### config.mk
export PLATFORM = sky130hd
export DESIGN_NAME = rspe_gen
export DESIGN_NICKNAME = d
export VERILOG_FILES = /design/src/hw/rtl/rspe_pkg.sv /design/src/hw/rtl/rspe_gen.sv
export SDC_FILE = /design/constraint.sdc
export NUM_CORES = 2
export LEC_CHECK = 0
export BUFFER_PORTS_ARGS = -buffer_cell sky130_fd_sc_hd__buf_2
export CAP_MARGIN = 10
export CORE_MARGIN = 2
export CORE_UTILIZATION = 25
export CTS_BUF_LIST = sky130_fd_sc_hd__clkbuf_8
export CTS_CLUSTER_DIAMETER = 60
export CTS_CLUSTER_SIZE = 25
export DETAILED_ROUTE_END_ITERATION = 10
export HOLD_SLACK_MARGIN = 0.1
export PLACE_DENSITY = 0.5
export SYNTH_ARGS = -nofsm -noshare
export SYNTH_HDL_FRONTEND = slang
export SYNTH_SLANG_ARGS = --single-unit
### constraint.sdc
create_clock -name clk -period 3.5 [get_ports clk]
set_input_delay 0.525 -clock clk [delete_from_list [all_inputs] [get_ports clk]]
set_output_delay 0.525 -clock clk [all_outputs]
set_load 0.02 [all_outputs]
### src/hw/rtl/rspe_pkg.sv
// ----------------------------------------------------------------------------
// Reed-Solomon parity encoder package
// GF(256) arithmetic helpers, payload types and fixed constants shared by
// the encoder, its generator sequencer and its channel interfaces.
// ----------------------------------------------------------------------------
`default_nettype none

package rspe_pkg;

  // Field polynomial x^8 + x^4 + x^3 + x^2 + 1, low eight bits.
  localparam logic [7:0] FIELD_POLY_LO = 8'h1d;

  // Parity length selected after reset.
  localparam logic [5:0] ECC_RESET = 6'd10;

  typedef logic [7:0] gf_byte_t;

  // Multiply by alpha (x) in GF(256).
  function automatic gf_byte_t gf_xtime(input gf_byte_t a);
    gf_byte_t r;
    r = {a[6:0], 1'b0};
    if (a[7]) begin
      r = r ^ FIELD_POLY_LO;
    end
    return r;
  endfunction

  // Full GF(256) multiply, shift-and-add over the eight bits of b.
  function automatic gf_byte_t gf_mul(input gf_byte_t a, input gf_byte_t b);
    gf_byte_t acc;
    gf_byte_t x;
    acc = 8'h00;
    x   = a;
    for (int i = 0; i < 8; i++) begin
      if (b[i]) begin
        acc = acc ^ x;
      end
      x = gf_xtime(x);
    end
    return acc;
  endfunction

endpackage

`default_nettype wire

### src/hw/rtl/rspe_gen.sv
// ----------------------------------------------------------------------------
// Generator polynomial sequencer
// Derives the lower coefficients of prod (x + alpha^k), k = 0 .. n-1, one
// root per cycle after reset or a write of the parity length.
// ----------------------------------------------------------------------------
`default_nettype none

module rspe_gen #(
  parameter int MAX_PARITY = 32
) (
  input  wire logic                clk,
  input  wire logic                rst_n,
  input  wire logic                cfg_we,
  input  wire logic [5:0]          cfg_ecc,
  output rspe_pkg::gf_byte_t       gen_o [MAX_PARITY],
  output logic                     busy_o,
  output logic [((MAX_PARITY > 1) ? $clog2(MAX_PARITY) : 1)-1:0] top_idx_o,
  output logic [$clog2(MAX_PARITY + 1)-1:0]                    len_o
);

  localparam int IDX_W = (MAX_PARITY > 1) ? $clog2(MAX_PARITY) : 1;
  localparam int CNT_W = $clog2(MAX_PARITY + 1);

  rspe_pkg::gf_byte_t gen_r   [MAX_PARITY];
  rspe_pkg::gf_byte_t gen_nxt [MAX_PARITY];
  rspe_pkg::gf_byte_t root_r;
  logic [CNT_W-1:0]   k_r;
  logic [CNT_W-1:0]   len_r;
  logic [IDX_W-1:0]   top_idx_r;
  logic               busy_r;
  logic               load;
  logic [5:0]         ecc_sel;
  logic [CNT_W-1:0]   len_new;

  // Reset loads the default setting through the same path as a write.
  assign load    = !rst_n || cfg_we;
  assign ecc_sel = rst_n ? cfg_ecc : rspe_pkg::ECC_RESET;

  // Clamp the setting to 1 .. MAX_PARITY.
  always_comb begin
    if (ecc_sel == 6'd0) begin
      len_new = CNT_W'(1);
    end else if ({1'b0, ecc_sel} > 7'(MAX_PARITY)) begin
      len_new = CNT_W'(MAX_PARITY);
    end else begin
      len_new = CNT_W'(ecc_sel);
    end
  end

  // One step multiplies the running polynomial by (x + root).
  always_comb begin
    gen_nxt[0] = rspe_pkg::gf_mul(gen_r[0], root_r);
    for (int i = 1; i < MAX_PARITY; i++) begin
      if (CNT_W'(i) <= k_r) begin
        gen_nxt[i] = gen_r[i-1] ^ rspe_pkg::gf_mul(gen_r[i], root_r);
      end else begin
        gen_nxt[i] = gen_r[i];
      end
    end
  end

  always_ff @(posedge clk) begin
    if (load) begin
      for (int i = 0; i < MAX_PARITY; i++) begin
        gen_r[i] <= (CNT_W'(i) < len_new) ? 8'h01 : 8'h00;
      end
      root_r    <= 8'h02;
      k_r       <= CNT_W'(1);
      len_r     <= len_new;
      top_idx_r <= IDX_W'(len_new - CNT_W'(1));
      busy_r    <= (len_new > CNT_W'(1));
    end else if (busy_r) begin
      gen_r  <= gen_nxt;
      root_r <= rspe_pkg::gf_xtime(root_r);
      if (k_r == len_r - CNT_W'(1)) begin
        busy_r <= 1'b0;
      end else begin
        k_r <= k_r + CNT_W'(1);
      end
    end
  end

  assign gen_o     = gen_r;
  assign busy_o    = busy_r;
  assign top_idx_o = top_idx_r;
  assign len_o     = len_r;

endmodule

`default_nettype wire

After elaboration in Yosys (flattened, before gate mapping)
Index checks and enable logic that the tools add are counted.
{ "totals": {"ff_bits": 282, "inputBits": 9, "output_inout_bits": 268, "wordCells": 1671} }
{ "classes": {"n_addsub": 3, "n_lt_le_gt_ge": 65, "eq_ne": 1, "n_mux": 1017, "n_bitwise": 481, "reduce_logical": 67} }
{ "ops": {"columns": ["operator", "n"], "rows": [
  ["8-bit 2-to-1 mux", 752],
  ["8-bit bitwise XOR", 255],
  ["5-bit 2-to-1 mux", 225],
  ["4-bit inverter", 225],
  ["256-bit 2-to-1 mux", 2],
  ["5-bit by 6-bit <= comparator with 1-bit output, first input constant", 16],
  ["5-bit by 6-bit < comparator with 1-bit output, first input constant", 16],
  ["2-bit AND reduction", 32],
  ["2-bit nonzero test", 32],
  ["4-bit by 6-bit <= comparator with 1-bit output, first input constant", 8],
  ["4-bit by 6-bit < comparator with 1-bit output, first input constant", 8],
  ["1-bit 2-to-1 mux", 35],
  ["3-bit by 6-bit <= comparator with 1-bit output, first input constant", 4],
  ["3-bit by 6-bit < comparator with 1-bit output, first input constant", 4],
  ["6-bit 2-to-1 mux", 3],
  ["2-bit by 6-bit <= comparator with 1-bit output, first input constant", 2],
  ["1-bit by 6-bit < comparator with 1-bit output, first input constant", 2],
  ["2-bit by 6-bit < comparator with 1-bit output, first input constant", 2],
  ["6-bit by 1-bit adder with 6-bit output, second input constant", 1],
  ["6-bit == test", 1],
  ["6-bit by 1-bit > comparator with 1-bit output, second input constant", 1],
  ["6-bit > comparator, second input constant", 1],
  ["1-bit by 6-bit <= comparator with 1-bit output, first input constant", 1],
  ["6-bit logical NOT", 1],
  ["5 further kinds", 5]
]} }

Depth between registers and ports, before layout
{ "depth": {"ltp_word": 28, "mapped_depth": 10, "mapped_depth_nobuf": 9} }

Least setup slack after synthesis
No wires, ideal clock.
{ "synth_path": {"path_type": "reg-to-reg", "start": "reg gen_r, in the netlist gen_o[134]", "end": "reg gen_r, in the netlist gen_o[130] (data pin)", "setup_time_ns": 0.260, "t_arrival_ns": 2.117, "required_time_ns": 3.240, "setup_slack_ns": 1.123, "path_stages_with_launch": 9, "n_path_buf": 1, "synth_period_minus_slack_ns": 2.377, "cell_sequence": "edfxtp_1 -> buf_4 -> xnor2_1 -> xnor2_1 -> nand3b_1 -> o21ai_0 -> xor2_1 -> xnor2_1 -> mux2_2"} }
{ "synth_between": {"elab_chain_len": 25, "word_cells_on_any_way": 36, "cone_classes": "27 x mux; 9 x bitwise"} }
{ "synth_lines": {"columns": ["element", "line", "source"], "rows": [
  ["start, declared", "rspe_gen.sv:24", "rspe_pkg::gf_byte_t gen_r [MAX_PARITY];"],
  ["start signal, assigned by index", "rspe_gen.sv:65", "gen_r[i] <= (CNT_W'(i) < len_new) ? 8'h01 : 8'h00;"],
  ["start signal, assigned", "rspe_gen.sv:73", "gen_r <= gen_nxt;"],
  ["8-bit 2-to-1 mux *", "rspe_gen.sv:54", "if (CNT_W'(i) <= k_r) begin"],
  ["5-bit 2-to-1 mux *", "rspe_pkg.sv:22", "if (a[7]) begin"],
  ["8-bit 2-to-1 mux *", "rspe_gen.sv:54", null],
  ["8-bit bitwise XOR", "rspe_pkg.sv:36", "acc = acc ^ x;"],
  ["8-bit 2-to-1 mux", "rspe_pkg.sv:35", "if (b[i]) begin"],
  ["8-bit 2-to-1 mux", "rspe_gen.sv:54", null],
  ["8-bit bitwise XOR", "rspe_pkg.sv:36", null],
  ["8-bit 2-to-1 mux", "rspe_pkg.sv:35", null],
  ["(+9 left out)", null, null],
  ["8-bit 2-to-1 mux", "rspe_gen.sv:54", null],
  ["8-bit bitwise XOR", "rspe_pkg.sv:36", null],
  ["8-bit 2-to-1 mux *", "rspe_pkg.sv:35", null],
  ["8-bit 2-to-1 mux *", "rspe_gen.sv:54", null],
  ["8-bit bitwise XOR *", "rspe_gen.sv:55", "gen_nxt[i] = gen_r[i-1] ^ rspe_pkg::gf_mul(gen_r[i], root_r);"],
  ["8-bit 2-to-1 mux *", "rspe_gen.sv:54", null],
  ["256-bit 2-to-1 mux *", "rspe_gen.sv:72", "end else if (busy_r) begin"],
  ["256-bit 2-to-1 mux *", "rspe_gen.sv:63", "if (load) begin"]
]} }
Mark *: on every way between the ends. The rest lies on a longest branch, timed or not. The select of a mux whose other input is x is not followed.
A chain may end at the register's enable or synchronous reset.

Worst setup path in the final report
{ "layout_path": {"start": "reg gen_r, in the netlist gen_o[182]", "end": "reg gen_r, in the netlist gen_o[176] (data pin)"} }
The elaborated chain is that of the path after synthesis.

==> impl_results.md <==
* Synth Area in XOR/XNOR at 49.3%
* Relative slew slack at 26.4%
* Fillers at 21100
* Mean Syn Cell Area at 7.57 um2
* Multi-input gate area at 38100 um2
* Mux cell area share after synthesis at 3.51%
* Clk Latency, worst-skew pair at 740 ps
* Initial antenna violation count at 12
* Int Pwr at 12.8 mW
* Starting Density at 25.2%
* Total Routing Usage GR at 18.8%
* #FFs+latches synth at 282
* Crit path launch: gen_o[182]$_SDFFCE_PN0P_
* R2r startpoint: gen_o[182]$_SDFFCE_PN0P_
* Seq/Total Area, Yosys at 17.0%
* Synth Area in Simple Gates at 17.5%
* Area contributors post-synth: xnor2_1 (34%), edfxtp_1 (16%), xor2_1 (13%)
* Slowest-stage cell, CP: edfxtp_1
* Power per cell area at 454 nW/um2
* DRC violation count after routing at 0
* Post-Syn Nets at 6486
* Clk_skew at 49.4 ps
* Biggest area consumer among synthesized cells: xnor2_1
* Vias in the first global route at 41300
* DRT Pass-1 Iters at 5
* CTS HTree Levels at 2
* Register area at 8350 um2
* Largest net degree at the start of global routing at 136
* Clk network pwr share at 16.6%
* Post-Synth Adder-Cell Area at 0.179%
* Root buffer cell: clkbuf_8
* RD Place Congestion at 0.867
* Ys flop type: edfxtp_1
* Power, Total at 24.7 mW
* Drt initial violations at 3363
* Run status: completed
* Worst path buffer plus inverter count at 0
* Top delay family on crit path: XOR/XNOR gates
* Commonest non-fill, non-tap cell in the layout: xnor2_1
* Worst hold path type: in2reg
* Clk buf depth at 3
* Hold Vio Cnt, Final at 0
* Max-cap violations at 0
* Fin nets at 6456
* Largest family of logic cells by synthesized area: XOR/XNOR gates
* Total gr overflow at 0
* Yosys top cell area share at 34.4%
* Clock-pin slew on the worst setup and hold paths at 100 ps
* Clock sink total at 282
* Arrival time worst endpoint at 3530 ps
* Post-route setup TNS at 0 ps
* Routed len/inst at 21.2 um
* Fin crit share at 88.1%
* Startpoint types: register
* Worst VDD drop at 0.297 mV
* Unrepaired setup endpoints after global routing: no
* Commonest cells after routing, fill and taps aside: xnor2_1 (1923), nand2_1 (1622), xor2_1 (708)
* Worst Path Required at 3940 ps
* Post-synth EDFFs at 267
* DP HPWL at 135 mm
* Synth Instances at 6470
* Worst Setup End Kind: register
* Largest stage delay on the critical path at 820 ps
* Share of layout cells above drive strength 1 at 10.6%
* Pleak at 18.3 nW
* Die area at 200000 um2
* Max-slew violation count at 0
* Die X at 447 um
* Crit path time final at 3090 ps
* Fraction of registers with async set/reset at 0%
* Chip height at 447 um
* Crit path cell chain: xnor2_1 -> xnor2_1 -> nand2_1 -> xnor2_1 -> xnor2_1 -> xnor2_1 -> o211ai_1
* CTS tree: built
* Global-route wire length before repair at 285 mm
* Row count at 162
* Layout area overhead at 11.1%
* Logic gate share of total power at 59.4%
* Sequential share of power at 24.1%
* P_sw at 11.9 mW
* I/O pin count at 277
* Worst-margin pin slew at 1100 ps
* Post-synthesis cell type count at 63
* Worst hold start: rst_n
* Crit path max fanout at 11
* # port buffers at 276
* Crit Path Category: reg2reg
* Sw frac at 48.4%
* Area of the core at 195000 um2
* Cell Area, Synth at 49000 um2
* Synth warnings at 0
* Final setup viols at 0
* Top cell by count, worst path: xnor2_1
* # Post-CTS Setup Buffers at 0
* Fmax at 324 MHz
* Drt via density at 4.69
* Post-synthesis compound-gate area fraction at 7.11%
* DRT antenna net count at 0
* DRT Wirelength at 193 mm
* Number of buffers created by CTS at 51
* Routed vias at 42700
[metal layers]
metal	track usage (%)	part of all wire, %	up-vias
met5	0	0.036	-
met4	6.98	4.1	10
met3	3.57	6.8	280
met2	30.3	46	1342
met1	24.6	44	20800
li1	-	-	20300
[cell families (layout without fill, tap and decap cells)]
logic type,Yosys count,after routing
xor+xnor,2683,2683
simple gates,2179,2179
buf+inv,605,618
compound gates,551,551
flops,282,282
mux,163,163
fa+ha+maj,7,7
other cells,0,9
[synth_stat cells, drive strengths merged, types with 2 or more instances]
cell     instances
a211oi           5
a21boi           6
a21o             6
a21oi          111
a221oi           9
a222oi           3
a22oi          167
a2bb2oi         14
a31oi            6
a32oi            7
and2            13
buf            306
clkbuf         267
clkinv           2
dfxtp           15
edfxtp         267
ha               7
inv             30
mux2            72
mux2i           91
nand2         1622
nand2b          67
nand3           15
nand3b           7
nor2           383
nor2b           11
nor3            39
nor3b            8
nor4             4
o211a            3
o211ai           9
o21a             3
o21ai          166
o221ai           3
o22a             3
o22ai           20
o31a             3
o31ai            2
o32a             2
or2              2
or3              4
xnor2         1925
xnor3           34
xor2           718
xor3             6
[power by group through the flow]
stage	Clock, mW	Combinational (mW)	Sequential [mW]
finish	4.09	14.7	5.95
global route	4.28	16.0	6.04
CTS	4.20	14.7	5.95
detailed placement	0	14.6	6.02
global placement	0	14.5	6.01
floorplan	0	11.7	5.25
[state kept, by name, indices dropped and copies added (netlist names)]
signal / count
top_idx_o: 5
busy_o: 1
k_r: 6
gen_o: 256
len_o: 6
root_r: 8
[metrics by stage]
| step | instances | setup WS, ps | cell area, um2 | hold WS [ps] | util (%) |
|---|---|---|---|---|---|
| 4_1_cts | 9107 | 437 | 54400 | 113 | 27.9 |
| 5_1_grt | 9114 | 160 | 54400 | 175 | 27.9 |
| 6_report | 9116 | 415 | 54400 | 198 | 27.9 |
| 3_5_place_dp | 9010 | 432 | 53200 | 619 | 27.3 |
| 3_3_place_gp | 9010 | 419 | 53200 | 623 | 27.3 |
| 2_1_floorplan | 6470 | 1120 | 49000 | 596 | - |
[area by class of cell]
class / count / share of cell area, %
sequential: 282 / 15.3
timing repair buffer: 490 / 6.16
tap: 2624 / 6.03
antenna: 9 / 0.0414
clock buffer: 52 / 1.31
inverter: 32 / 0.239
multi-input combinational: 5583 / 70.0
clock inverter: 44 / 0.924
[repair_timing]
| item | CTS | global route |
|---|---|---|
| hold buffers | 1 | 0 |
| gates resized for setup | 0 | 0 |
| hold endpoints to repair | 1 | 0 |
[path summary, 6_finish.rpt]
kind                                        endpoint  slack [ps]  cells after the start
worst max-delay path            gen_o[176]$_DFFE_PP_         410                      7
worst min-delay path              len_o[5]$_DFFE_PN_         200                      2
worst max register to register  gen_o[176]$_DFFE_PP_         410                      7
worst min register to register   k_r[0]$_SDFFE_PN1P_         650                      2
(Power assumes the default switching activity.)
